==> src/design/c128sd_pkg.sv <==
// ----------------------------------------------------------------------------
// Code 128 symbol decoder package
// Shared types, the symbol width table and the character mapping.
// ----------------------------------------------------------------------------
package c128sd_pkg;

  localparam int unsigned WidthBitsDefault = 12;
  localparam int unsigned NumSymbols       = 106;
  localparam int unsigned QueueDepth       = 2;
  localparam int unsigned ModBits          = 3;

  localparam logic [7:0] CodeNone   = 8'hFF;
  localparam logic [7:0] CodeStartA = 8'hF5;
  localparam logic [6:0] FirstStart = 7'd103;
  localparam logic [6:0] FirstSpec  = 7'd96;
  localparam logic [6:0] FirstSpecC = 7'd100;
  localparam logic [6:0] FirstLowA  = 7'd64;

  typedef enum logic [1:0] {
    CMD_SET_A = 2'd0,
    CMD_SET_B = 2'd1,
    CMD_SET_C = 2'd2,
    CMD_START = 2'd3
  } cmd_e;

  typedef struct packed {
    cmd_e                         cmd;
    logic                         ok;
    logic [3:0][ModBits-1:0]      mods;
  } item_t;

  typedef struct packed {
    logic full;
    logic empty;
  } queue_status_t;

  localparam logic [23:0] SymWidths [NumSymbols] = '{
    24'h212222, 24'h222122, 24'h222221, 24'h121223, 24'h121322, 24'h131222,
    24'h122213, 24'h122312, 24'h132212, 24'h221213, 24'h221312, 24'h231212,
    24'h112232, 24'h122132, 24'h122231, 24'h113222, 24'h123122, 24'h123221,
    24'h223211, 24'h221132, 24'h221231, 24'h213212, 24'h223112, 24'h312131,
    24'h311222, 24'h321122, 24'h321221, 24'h312212, 24'h322112, 24'h322211,
    24'h212123, 24'h212321, 24'h232121, 24'h111323, 24'h131123, 24'h131321,
    24'h112313, 24'h132113, 24'h132311, 24'h211313, 24'h231113, 24'h231311,
    24'h112133, 24'h112331, 24'h132131, 24'h113123, 24'h113321, 24'h133121,
    24'h313121, 24'h211331, 24'h231131, 24'h213113, 24'h213311, 24'h213131,
    24'h311123, 24'h311321, 24'h331121, 24'h312113, 24'h312311, 24'h332111,
    24'h314111, 24'h221411, 24'h431111, 24'h111224, 24'h111422, 24'h121124,
    24'h121421, 24'h141122, 24'h141221, 24'h112214, 24'h112412, 24'h122114,
    24'h122411, 24'h142112, 24'h142211, 24'h241211, 24'h221114, 24'h413111,
    24'h241112, 24'h134111, 24'h111242, 24'h121142, 24'h121241, 24'h114212,
    24'h124112, 24'h124211, 24'h411212, 24'h421112, 24'h421211, 24'h212141,
    24'h214121, 24'h412121, 24'h111143, 24'h111341, 24'h131141, 24'h114113,
    24'h114311, 24'h411113, 24'h411311, 24'h113141, 24'h114131, 24'h311141,
    24'h411131, 24'h211412, 24'h211214, 24'h211232
  };

  localparam logic [7:0] SpecA [7] = '{8'hFC, 8'hFD, 8'hFA, 8'hF6, 8'hF7, 8'hFB, 8'hFE};
  localparam logic [7:0] SpecB [7] = '{8'hFC, 8'hFD, 8'hFA, 8'hF6, 8'hFB, 8'hF9, 8'hFE};
  localparam logic [7:0] SpecC [7] = '{8'h63, 8'h63, 8'h63, 8'h63, 8'hF7, 8'hF9, 8'hFE};

  // Edge-to-edge sums of one table row, in modules.
  function automatic logic [3:0][3:0] sym_pattern(int unsigned idx);
    logic [23:0]     row;
    logic [3:0][3:0] pat;
    row = SymWidths[idx];
    for (int k = 0; k < 4; k++) begin
      pat[k] = row[4*(5-k) +: 4] + row[4*(4-k) +: 4];
    end
    return pat;
  endfunction

  function automatic logic [7:0] char_of(logic [6:0] v, cmd_e cmd);
    logic [6:0] off;
    logic [7:0] res;
    off = v - FirstSpec;
    if (v >= FirstStart) begin
      res = CodeStartA - {1'b0, v - FirstStart};
    end else if (cmd == CMD_SET_C) begin
      res = (v < FirstSpecC) ? {1'b0, v} : SpecC[off[2:0]];
    end else if (v >= FirstSpec) begin
      res = (cmd == CMD_SET_A) ? SpecA[off[2:0]] : SpecB[off[2:0]];
    end else if (cmd == CMD_SET_A && v >= FirstLowA) begin
      res = {1'b0, v - FirstLowA};
    end else begin
      res = {1'b0, v} + 8'd32;
    end
    return res;
  endfunction

endpackage

==> src/design/c128sd_front.sv <==
// ----------------------------------------------------------------------------
// Code 128 front end
// Accepts widths, forms the total and edge sums, rounds them to modules.
// ----------------------------------------------------------------------------
module c128sd_front #(
  parameter int unsigned WIDTH_BITS = c128sd_pkg::WidthBitsDefault
) (
  input  logic                      clk_i,
  input  logic                      rst_ni,
  input  logic                      start_i,
  input  logic [WIDTH_BITS-1:0]     width_one_i,
  input  logic [WIDTH_BITS-1:0]     width_two_i,
  input  logic [WIDTH_BITS-1:0]     width_three_i,
  input  logic [WIDTH_BITS-1:0]     width_four_i,
  input  logic [WIDTH_BITS-1:0]     width_five_i,
  input  logic [WIDTH_BITS-1:0]     width_six_i,
  input  logic [1:0]                command_i,
  input  c128sd_pkg::queue_status_t status_i,
  output logic                      busy_o,
  output logic                      push_o,
  output c128sd_pkg::item_t         item_o
);
  import c128sd_pkg::*;

  localparam int unsigned SumBits  = WIDTH_BITS + 3;
  localparam int unsigned EdgeBits = WIDTH_BITS + 1;
  localparam int unsigned CmpBits  = WIDTH_BITS + 7;

  logic                     valid_q, valid_d;
  logic [SumBits-1:0]       p_q, p_d;
  logic [3:0][EdgeBits-1:0] e_q, e_d;
  cmd_e                     cmd_q, cmd_d;
  logic                     accept, advance;

  assign busy_o  = valid_q && status_i.full;
  assign accept  = start_i && !busy_o;
  assign advance = !valid_q || !status_i.full;
  assign push_o  = valid_q && !status_i.full;

  always_comb begin
    valid_d = advance ? accept : valid_q;
    p_d = SumBits'(width_one_i) + SumBits'(width_two_i) + SumBits'(width_three_i)
        + SumBits'(width_four_i) + SumBits'(width_five_i) + SumBits'(width_six_i);
    e_d[0] = EdgeBits'(width_one_i) + EdgeBits'(width_two_i);
    e_d[1] = EdgeBits'(width_two_i) + EdgeBits'(width_three_i);
    e_d[2] = EdgeBits'(width_three_i) + EdgeBits'(width_four_i);
    e_d[3] = EdgeBits'(width_four_i) + EdgeBits'(width_five_i);
    cmd_d  = cmd_e'(command_i);
  end

  always_ff @(posedge clk_i or negedge rst_ni) begin
    if (!rst_ni) begin
      valid_q <= 1'b0;
    end else begin
      valid_q <= valid_d;
    end
  end

  always_ff @(posedge clk_i) begin
    if (accept) begin
      p_q   <= p_d;
      e_q   <= e_d;
      cmd_q <= cmd_d;
    end
  end

  // A sum rounds to k modules when (2k-1)*p <= 22*e < (2k+1)*p, k = 2..7.
  always_comb begin
    logic [CmpBits-1:0] e22;
    logic [CmpBits-1:0] pw;
    logic [ModBits-1:0] n;
    logic               ok;
    ok = 1'b1;
    pw = CmpBits'(p_q);
    item_o.cmd  = cmd_q;
    item_o.mods = '0;
    for (int k = 0; k < 4; k++) begin
      e22 = (CmpBits'(e_q[k]) << 4) + (CmpBits'(e_q[k]) << 2) + (CmpBits'(e_q[k]) << 1);
      n = '0;
      for (int j = 3; j <= 13; j += 2) begin
        if (pw * CmpBits'(j) <= e22) begin
          n = n + ModBits'(1);
        end
      end
      if (n == '0 || !(e22 < pw * CmpBits'(15))) begin
        ok = 1'b0;
      end
      item_o.mods[k] = n + ModBits'(1);
    end
    item_o.ok = ok;
  end

endmodule

==> src/design/c128sd_queue.sv <==
// ----------------------------------------------------------------------------
// Code 128 item queue
// Short first-in first-out buffer between the front and back ends.
// ----------------------------------------------------------------------------
module c128sd_queue (
  input  logic                      clk_i,
  input  logic                      rst_ni,
  input  logic                      push_i,
  input  c128sd_pkg::item_t         item_i,
  input  logic                      pop_i,
  output c128sd_pkg::item_t         head_o,
  output c128sd_pkg::queue_status_t status_o
);
  import c128sd_pkg::*;

  localparam int unsigned PtrBits = $clog2(QueueDepth);
  localparam int unsigned CntBits = $clog2(QueueDepth + 1);

  item_t              mem_q [QueueDepth];
  logic [PtrBits-1:0] wr_q, wr_d, rd_q, rd_d;
  logic [CntBits-1:0] cnt_q, cnt_d;
  logic               do_push, do_pop;

  assign status_o.full  = (cnt_q == CntBits'(QueueDepth));
  assign status_o.empty = (cnt_q == '0);
  assign do_push = push_i && !status_o.full;
  assign do_pop  = pop_i && !status_o.empty;
  assign head_o  = mem_q[rd_q];

  always_comb begin
    wr_d  = wr_q;
    rd_d  = rd_q;
    cnt_d = cnt_q;
    if (do_push) begin
      wr_d = (wr_q == PtrBits'(QueueDepth - 1)) ? '0 : wr_q + PtrBits'(1);
    end
    if (do_pop) begin
      rd_d = (rd_q == PtrBits'(QueueDepth - 1)) ? '0 : rd_q + PtrBits'(1);
    end
    if (do_push && !do_pop) begin
      cnt_d = cnt_q + CntBits'(1);
    end else if (do_pop && !do_push) begin
      cnt_d = cnt_q - CntBits'(1);
    end
  end

  always_ff @(posedge clk_i or negedge rst_ni) begin
    if (!rst_ni) begin
      wr_q  <= '0;
      rd_q  <= '0;
      cnt_q <= '0;
    end else begin
      wr_q  <= wr_d;
      rd_q  <= rd_d;
      cnt_q <= cnt_d;
    end
  end

  always_ff @(posedge clk_i) begin
    if (do_push) begin
      mem_q[wr_q] <= item_i;
    end
  end

endmodule

==> src/design/c128sd_back.sv <==
// ----------------------------------------------------------------------------
// Code 128 back end
// Matches module counts against the symbol table and registers the result.
// ----------------------------------------------------------------------------
module c128sd_back (
  input  logic                      clk_i,
  input  logic                      rst_ni,
  input  c128sd_pkg::queue_status_t status_i,
  input  c128sd_pkg::item_t         head_i,
  output logic                      pop_o,
  output logic                      done_o,
  output logic                      found_o,
  output logic [6:0]                symbol_value_o,
  output logic [7:0]                decoded_code_o
);
  import c128sd_pkg::*;

  logic                  done_q, done_d;
  logic                  found_q, found_d;
  logic [6:0]            value_q, value_d;
  logic [7:0]            code_q, code_d;
  logic [NumSymbols-1:0] hit;

  assign pop_o = !status_i.empty;

  always_comb begin
    logic [3:0][3:0] pat;
    for (int i = 0; i < NumSymbols; i++) begin
      pat = sym_pattern(i);
      hit[i] = head_i.ok;
      for (int k = 0; k < 4; k++) begin
        if ({1'b0, head_i.mods[k]} != pat[k]) begin
          hit[i] = 1'b0;
        end
      end
      if (head_i.cmd == CMD_START && 7'(i) < FirstStart) begin
        hit[i] = 1'b0;
      end
    end
  end

  always_comb begin
    done_d  = pop_o;
    found_d = 1'b0;
    value_d = '0;
    for (int i = NumSymbols - 1; i >= 0; i--) begin
      if (hit[i]) begin
        found_d = 1'b1;
        value_d = 7'(i);
      end
    end
    code_d = found_d ? char_of(value_d, head_i.cmd) : CodeNone;
  end

  always_ff @(posedge clk_i or negedge rst_ni) begin
    if (!rst_ni) begin
      done_q <= 1'b0;
    end else begin
      done_q <= done_d;
    end
  end

  always_ff @(posedge clk_i) begin
    found_q <= found_d;
    value_q <= value_d;
    code_q  <= code_d;
  end

  assign done_o         = done_q;
  assign found_o        = found_q;
  assign symbol_value_o = value_q;
  assign decoded_code_o = code_q;

endmodule

==> src/design/code128_symbol_decoder_unit.sv <==
// ----------------------------------------------------------------------------
// Code 128 symbol decoder unit
// Flow: front end register, then queue entry, then back end result register raising done.
// Throughput: one symbol per cycle; busy stays low since the back end drains
// the two-entry queue every cycle and the receiver cannot stall.
// Reset: asynchronous, active low; clears the valid flags and queue pointers.
// ----------------------------------------------------------------------------
module code128_symbol_decoder_unit #(
  parameter int unsigned WIDTH_BITS = c128sd_pkg::WidthBitsDefault
) (
  input  logic                  clk_i,
  input  logic                  rst_ni,
  input  logic                  start_i,
  output logic                  busy_o,
  input  logic [WIDTH_BITS-1:0] width_one_i,
  input  logic [WIDTH_BITS-1:0] width_two_i,
  input  logic [WIDTH_BITS-1:0] width_three_i,
  input  logic [WIDTH_BITS-1:0] width_four_i,
  input  logic [WIDTH_BITS-1:0] width_five_i,
  input  logic [WIDTH_BITS-1:0] width_six_i,
  input  logic [1:0]            command_i,
  output logic                  done_o,
  output logic                  found_o,
  output logic [6:0]            symbol_value_o,
  output logic [7:0]            decoded_code_o
);
  import c128sd_pkg::*;

  queue_status_t status;
  item_t         item, head;
  logic          push, pop;

  c128sd_front #(
    .WIDTH_BITS(WIDTH_BITS)
  ) u_front (
    .clk_i        (clk_i),
    .rst_ni       (rst_ni),
    .start_i      (start_i),
    .width_one_i  (width_one_i),
    .width_two_i  (width_two_i),
    .width_three_i(width_three_i),
    .width_four_i (width_four_i),
    .width_five_i (width_five_i),
    .width_six_i  (width_six_i),
    .command_i    (command_i),
    .status_i     (status),
    .busy_o       (busy_o),
    .push_o       (push),
    .item_o       (item)
  );

  c128sd_queue u_queue (
    .clk_i   (clk_i),
    .rst_ni  (rst_ni),
    .push_i  (push),
    .item_i  (item),
    .pop_i   (pop),
    .head_o  (head),
    .status_o(status)
  );

  c128sd_back u_back (
    .clk_i         (clk_i),
    .rst_ni        (rst_ni),
    .status_i      (status),
    .head_i        (head),
    .pop_o         (pop),
    .done_o        (done_o),
    .found_o       (found_o),
    .symbol_value_o(symbol_value_o),
    .decoded_code_o(decoded_code_o)
  );

`ifndef SYNTHESIS
  a_done_follows_pop: assert property (@(posedge clk_i) disable iff (!rst_ni)
    done_o |-> $past(pop))
    else $error("Result strobe without a queue pop.");

  a_miss_defaults: assert property (@(posedge clk_i) disable iff (!rst_ni)
    (done_o && !found_o) |-> (symbol_value_o == 7'd0 && decoded_code_o == CodeNone))
    else $error("Missed symbol returned nonzero fields.");

  a_value_range: assert property (@(posedge clk_i) disable iff (!rst_ni)
    (done_o && found_o) |-> (symbol_value_o < 7'(NumSymbols)))
    else $error("Matched value outside the symbol table.");

  a_never_busy: assert property (@(posedge clk_i) disable iff (!rst_ni)
    !busy_o)
    else $error("Front end stalled although the back end drains every cycle.");
`endif

endmodule

==> config.mk <==
export PLATFORM = sky130hd
export DESIGN_NAME = code128_symbol_decoder_unit
export DESIGN_NICKNAME = d
export VERILOG_FILES = /design/src/design/c128sd_pkg.sv /design/src/design/c128sd_front.sv /design/src/design/c128sd_queue.sv /design/src/design/c128sd_back.sv /design/src/design/code128_symbol_decoder_unit.sv
export SDC_FILE = /design/constraint.sdc
export NUM_CORES = 2
export LEC_CHECK = 0
export ABC_AREA = 1
export BUFFER_PORTS_ARGS = -buffer_cell sky130_fd_sc_hd__buf_2
export CORE_ASPECT_RATIO = 1.75
export CORE_MARGIN = 8
export CORE_UTILIZATION = 30
export DETAILED_ROUTE_END_ITERATION = 12
export PLACE_DENSITY_LB_ADDON = 0.12
export SYNTH_ARGS = -nofsm -noshare
export SYNTH_HDL_FRONTEND = slang
export SYNTH_SLANG_ARGS = --single-unit
==> constraint.sdc <==
create_clock -name clk_i -period 20.5 [get_ports clk_i]
set_input_delay 2.05 -clock clk_i [delete_from_list [all_inputs] [get_ports clk_i]]
set_output_delay 2.05 -clock clk_i [all_outputs]
set_load 0.02 [all_outputs]
# [After elaboration in Yosys (flattened, before gate mapping)]
# Memories as Yosys holds them, arrays and structs flattened.
# Index checks and enable logic that the tools add are counted.
[totals] reg_bits=91 mem_bits_rw=30 mem_bits_ro=192 inputBits=77 output_inout_bits=18 wordCells=723 n_memories=4
[memory_table] name="(name not given)" depth=8 word_bits=8 read_ports=1 rd_ports_with_merged_regs=0 write_ports=0 line="c128sd_pkg.sv:82" source="res = (cmd == CMD_SET_A) ? SpecA[off[2:0]] : SpecB[off[2:0]];"
[memory_table] name="(name not given)" depth=8 word_bits=8 read_ports=1 rd_ports_with_merged_regs=0 write_ports=0 line="c128sd_pkg.sv:82"
[memory_table] name="(name not given)" depth=8 word_bits=8 read_ports=1 rd_ports_with_merged_regs=0 write_ports=0 line="c128sd_pkg.sv:80" source="res = (v < FirstSpecC) ? {1'b0, v} : SpecC[off[2:0]];"
[memory_table] name="u_queue.mem_q" depth=2 word_bits=15 read_ports=1 rd_ports_with_merged_regs=0 write_ports=1 line="c128sd_queue.sv:19" source="item_t mem_q [QueueDepth];"
[op_classes] addsub=50 n_mul=7 magnitude_cmp=33 n_eq_ne=27 n_mux=559 bitwise=1 reduce_logical=28
[ops] cell="$mux 7" n=106
[ops] cell="$mux 1" n=419
[ops] cell="$le 19x19->1" n=12
[ops] cell="$le 18x19->1" n=8
[ops] cell="$mux 8" n=12
[ops] cell="$add 19x14->19" n=4
[ops] cell="$le 17x19->1" n=4
[ops] cell="$lt 19x19->1" n=4
[ops] cell="$mul 15x4->19 const B" n=4
[ops] cell="$add 17x15->18" n=4
[ops] cell="$add 12x12->13" n=5
[ops] cell="$add 3x1->3 const B" n=21
[ops] cell="$add 15x12->15" n=4
[ops] cell="$mux 3" n=20
[ops] cell="$ne 3x3->1 const B" n=16
[ops] cell="$mul 15x3->18 const B" n=2
[ops] cell="$ne 3x2->1 const B" n=8
[ops] cell="$ge 7x7->1 const B" n=3
[ops] cell="$mul 15x2->17 const B" n=1
[ops] cell="$sub 7x7->7 const B" n=2
[ops] cell="$logic_not 3->1" n=4
[ops] cell="$logic_not 1->1" n=9
[ops] cell="$add 7x6->8 const B" n=1
[ops] cell="$sub 8x7->8 const A" n=1
[ops] cell="other kinds (14)" n=31

# [Longest topological paths before layout]
# An unclocked memory read counts as a cell.
[depth] ltp_word=121 ltp_mapped=46 mapped_depth_nobuf=45

# [Modules after synthesis]
# A second synthesis with hierarchy kept.
[unflattened] hier_cells=4254 hier_area_um2=31525.2
[by_module_without_submodules] module="c128sd_front" n_inst=1 cells_per_inst=3534 area_per_inst_um2=27000.9 seq_area_each_um2=2097.0
[by_module_without_submodules] module="c128sd_back" n_inst=1 cells_per_inst=610 area_per_inst_um2=3196.8 seq_area_each_um2=345.3
[by_module_without_submodules] module="c128sd_queue" n_inst=1 cells_per_inst=110 area_per_inst_um2=1327.5 seq_area_each_um2=1001.0

# [Worst setup path before layout]
# No wires, ideal clock.
[synth_path] path_type="flip-flop to flip-flop" start="reg u_front.e_q[2] in the netlist's numbering" end="mem u_queue.mem_q[0][12] in the netlist's numbering (data pin)" setup_ns=0.197 arrival_time_ns=6.891 t_required_ns=20.303 path_slack_ns=13.412 stages_incl_launch_ff=37 path_buffers=0 period_less_slack_ns=7.088 path_cell_list="edfxtp_1 -> ha_1 -> fa_1 -> ha_1 -> inv_1 -> o21bai_1 -> a21oi_1 -> o21bai_1 -> a21oi_1 -> o21bai_1 -> a21o_1 -> a21oi_1 -> inv_1 -> a21oi_1 -> o21ai_0 -> nor3b_1 -> xor2_1 -> ha_1 -> a21o_1 -> a221oi_1 -> nand3_1 -> nand2_1 -> ha_1 -> or2_2 -> nand2_1 -> inv_1 -> ha_1 -> nand2_1 -> nand2_1 -> ha_1 -> mux2_2 -> ha_1 -> nand2_1 -> a21boi_0 -> ha_1 -> a221o_1 -> a221oi_1"
[synth_lines] item="from (decl)" line="c128sd_front.sv:31" source="logic [3:0][EdgeBits-1:0] e_q, e_d;"
[synth_lines] item="from (signal assigned)" line="c128sd_front.sv:62" source="e_q <= e_d;"
[synth_lines] item="to (decl)" line="c128sd_queue.sv:19"

==> out/metrics.yaml <==
cts_setup_buffers: 0
timing.setup.critical_path_class: "reg -> reg"
overall_fraction_of_global_route_tracks_in_use_pct: 22.5
worst_ep_arrival_time_ns: 9.06
worst_slew_margin_relative_to_its_limit_pct: 10.1
seq_area_frac_synth_pct: 11.5
path_max_fanout: 13
setup-violations-final: 0
cts-root-to-sink-buffers: 2
post_drt_via_cell_ratio: 5.10
ys.warnings.count: 0
cts_root_buf: "sky130_fd_sc_hd__clkbuf_16"
most_common_library_cell_in_the_layout_ignoring_fill_and_taps: "sky130_fd_sc_hd__ha_1"
postSynthCellCount: 3834
core_sq_um: 99200
grt_pass1_vias: 29100
rows: 153
ys_async_sr_fraction_pct: 4.96
htreeDepth: 4
clkLatencyLatePin_ns: 0.52
timing_worst_slew_pin_value_ns: 1.34
dp_hpwl_mm: 107
synth.lib_cells_used.distinct: 64
average_size_of_a_mapped_cell_sq_um: 7.81
total_vias_in_the_final_route: 27200
cts_clk_pin_slew_worst_paths_ns: 0.07
layout.filler_cells: 10800
post-route-period-util_pct: 43.1
synthesis.area_sq_um: 29900
timing.fmax_mhz: 113
critical_path.max_stage_delay_ns: 0.82
postSynthRegisterBits: 121
crit_path_slowest_cell: "sky130_fd_sc_hd__edfxtp_1"
firstDrtPassIters: 5
buffer_ports.inserted: 94
finalClockSkew_ns: 0.0332
rsz0062_at_grt: "false"
tritoncts.num_buffers: 17
final_max_slew_viol_count: 0
most-common-layout-cells: "sky130_fd_sc_hd__ha_1, sky130_fd_sc_hd__inv_1, sky130_fd_sc_hd__nand2_1"
cell_type_with_the_highest_aggregate_area_in_the_netlist: "sky130_fd_sc_hd__ha_1"
antenna_found_initial: 1
startpoint: "u_front.p_q[4]$_DFFE_PP_"
outcome: "completed"
startpoint_type: "register"
initialDrtViolationCount: 1068
cts-hold-fix-buffers: 0
synth_ff_type: "sky130_fd_sc_hd__edfxtp_1"
post-route-drc-count: 0
fp.dieW_microns: 255
grt_pass1_wl_mm: 179
worst_setup_path_end_kind: "register"
fin_nets: 4986
pin_count: 95
final_period_minus_worst_setup_slack_ns: 8.83
ys_top_cells_by_area: "sky130_fd_sc_hd__ha_1, sky130_fd_sc_hd__edfxtp_1, sky130_fd_sc_hd__inv_1"
timing.hold.worst.start: "u_front.cmd_q[0]$_DFFE_PP_"
starting_density_of_the_core_pct: 30.2
antenna_violating_nets_post_route: 0
timing.final.hold_violations: 0
post_synth_edffs: 99
route.detailed.wl_per_inst_microns: 23.3
gp_congestion: 0.963
tritoncts_clock_tree: "done"
chipHeight_microns: 434
cap_violations: 0
timing.rr.start: "u_front.p_q[4]$_DFFE_PP_"
largest_net_degree_at_the_start_of_global_routing: 70
wirelength_mm: 124
layout_cell_share_with_drive_strength_beyond_1_pct: 6.12
holdCritPathClass: "reg -> reg"
cp_data_required_time_ns: 20.73
path_common_cell: "sky130_fd_sc_hd__ha_1"
numClockSinks: 121
area_growth_pct: 10.3
floorplan.die_area_sq_um: 111000
fin_tns_setup_ns: 0
cts-resized-gates: 0
synth_top_cell_area_share_pct: 32.9
grt-ovfl-total: 0
r2r_slack_ns: 11.67
[final cells by class]
cell class	instances	area (sq um)	share of cell area [%]
Antenna cell	1	2.50	0.00757
Clock buffer	20	480	1.45
Sequential cell	121	3440	10.4
Tap cell	1317	1650	4.99
Clock inverter	12	100	0.303
Multi-Input combinational cell	3027	23900	72.4
Inverter	694	2610	7.90
Timing Repair Buffer	144	846	2.56
[flip-flops by register name (all words and copies together), names as in the netlist]
signal	count
u_back.decoded_code_o	8
u_queue.mem_q	30
u_front.p_q	15
u_back.found_o	1
u_front.valid_q	1
u_queue.wr_q	1
u_front.e_q	52
u_front.cmd_q	2
u_queue.rd_q	1
u_back.done_o	1
u_queue.cnt_q	2
u_back.symbol_value_o	7
[critical path: cells and delay by family, from the launching register on]
kind | cells | cell delay, ns
AOI/OAI and AO/OA | 9 | 2.26
xor gates and xnor gates | 3 | 0.93
adders and majority gates | 7 | 2.24
buffers and inverters | 2 | 0.14
DFF | 1 | 0.82
muxes | 3 | 0.79
and+or+nand+nor | 8 | 1.32
[stage by stage]
stage	cells	hold WS [ns]	utilization (%)	worst slack (ns)	instance area, sq um
floorplan	3848	0.421	-	13.41	30000
global placement	5303	0.427	32.7	11.83	32500
detailed placement	5303	0.446	32.7	11.72	32500
CTS	5335	0.450	33.3	11.68	33000
global route	5335	0.460	33.3	11.12	33000
finish	5336	0.451	33.3	11.67	33000
[path summary, 6_finish.rpt]
| path | endpoint | cells after the start |
|---|---|---|
| min | u_queue.mem_q[1][13]$_DFFE_PP_ | 0 |
| min in group asynchronous | u_back.done_o$_DFF_PN0_ | 1 |
| max reg2reg | u_queue.mem_q[0][8]$_DFFE_PP_ | 32 |
| min reg2reg | u_queue.mem_q[1][13]$_DFFE_PP_ | 0 |
| max in group asynchronous | u_queue.cnt_q[1]$_DFFE_PN0P_ | 1 |
| max | u_queue.mem_q[0][8]$_DFFE_PP_ | 32 |
[Yosys cell counts (50+ instances only)]
cell	count
sky130_fd_sc_hd__o21ai_0	125
sky130_fd_sc_hd__o21bai_1	71
sky130_fd_sc_hd__fa_1	117
sky130_fd_sc_hd__nor2_1	259
sky130_fd_sc_hd__inv_1	683
sky130_fd_sc_hd__nand2_1	473
sky130_fd_sc_hd__nand4_1	78
sky130_fd_sc_hd__edfxtp_1	99
sky130_fd_sc_hd__nand3_1	123
sky130_fd_sc_hd__a21oi_1	397
sky130_fd_sc_hd__xor2_1	211
sky130_fd_sc_hd__xnor2_1	50
sky130_fd_sc_hd__ha_1	787
[metal layers]
metal | routed length (microns) | part of all wire (%) | vias up | track usage, %
met3 | 2610 | 2.1 | 351 | 1.97
met5 | 0 | 0 | - | 0
met1 | 38700 | 31 | 12700 | 18.5
li1 | - | - | 13500 | -
met4 | 14100 | 11 | 0 | 21.6
met2 | 68800 | 55 | 633 | 45.3
[cells by family after synthesis]
family / count (synthesis) / synth area share (%)
AO/OA/AOI/OAI: 778 / 15.4
buffers and inverters: 700 / 8.88
AND/OR/NAND/NOR: 1059 / 15.5
XOR/XNOR: 261 / 7.63
other: 2 / 0.0251
flip-flops: 121 / 11.5
adder cells (fa/ha/maj): 904 / 40.7
multiplexers: 9 / 0.326
Power is left out: the tool's default activity adds up to more than one toggle a clock period on the data nets, which glitch-free logic cannot reach.
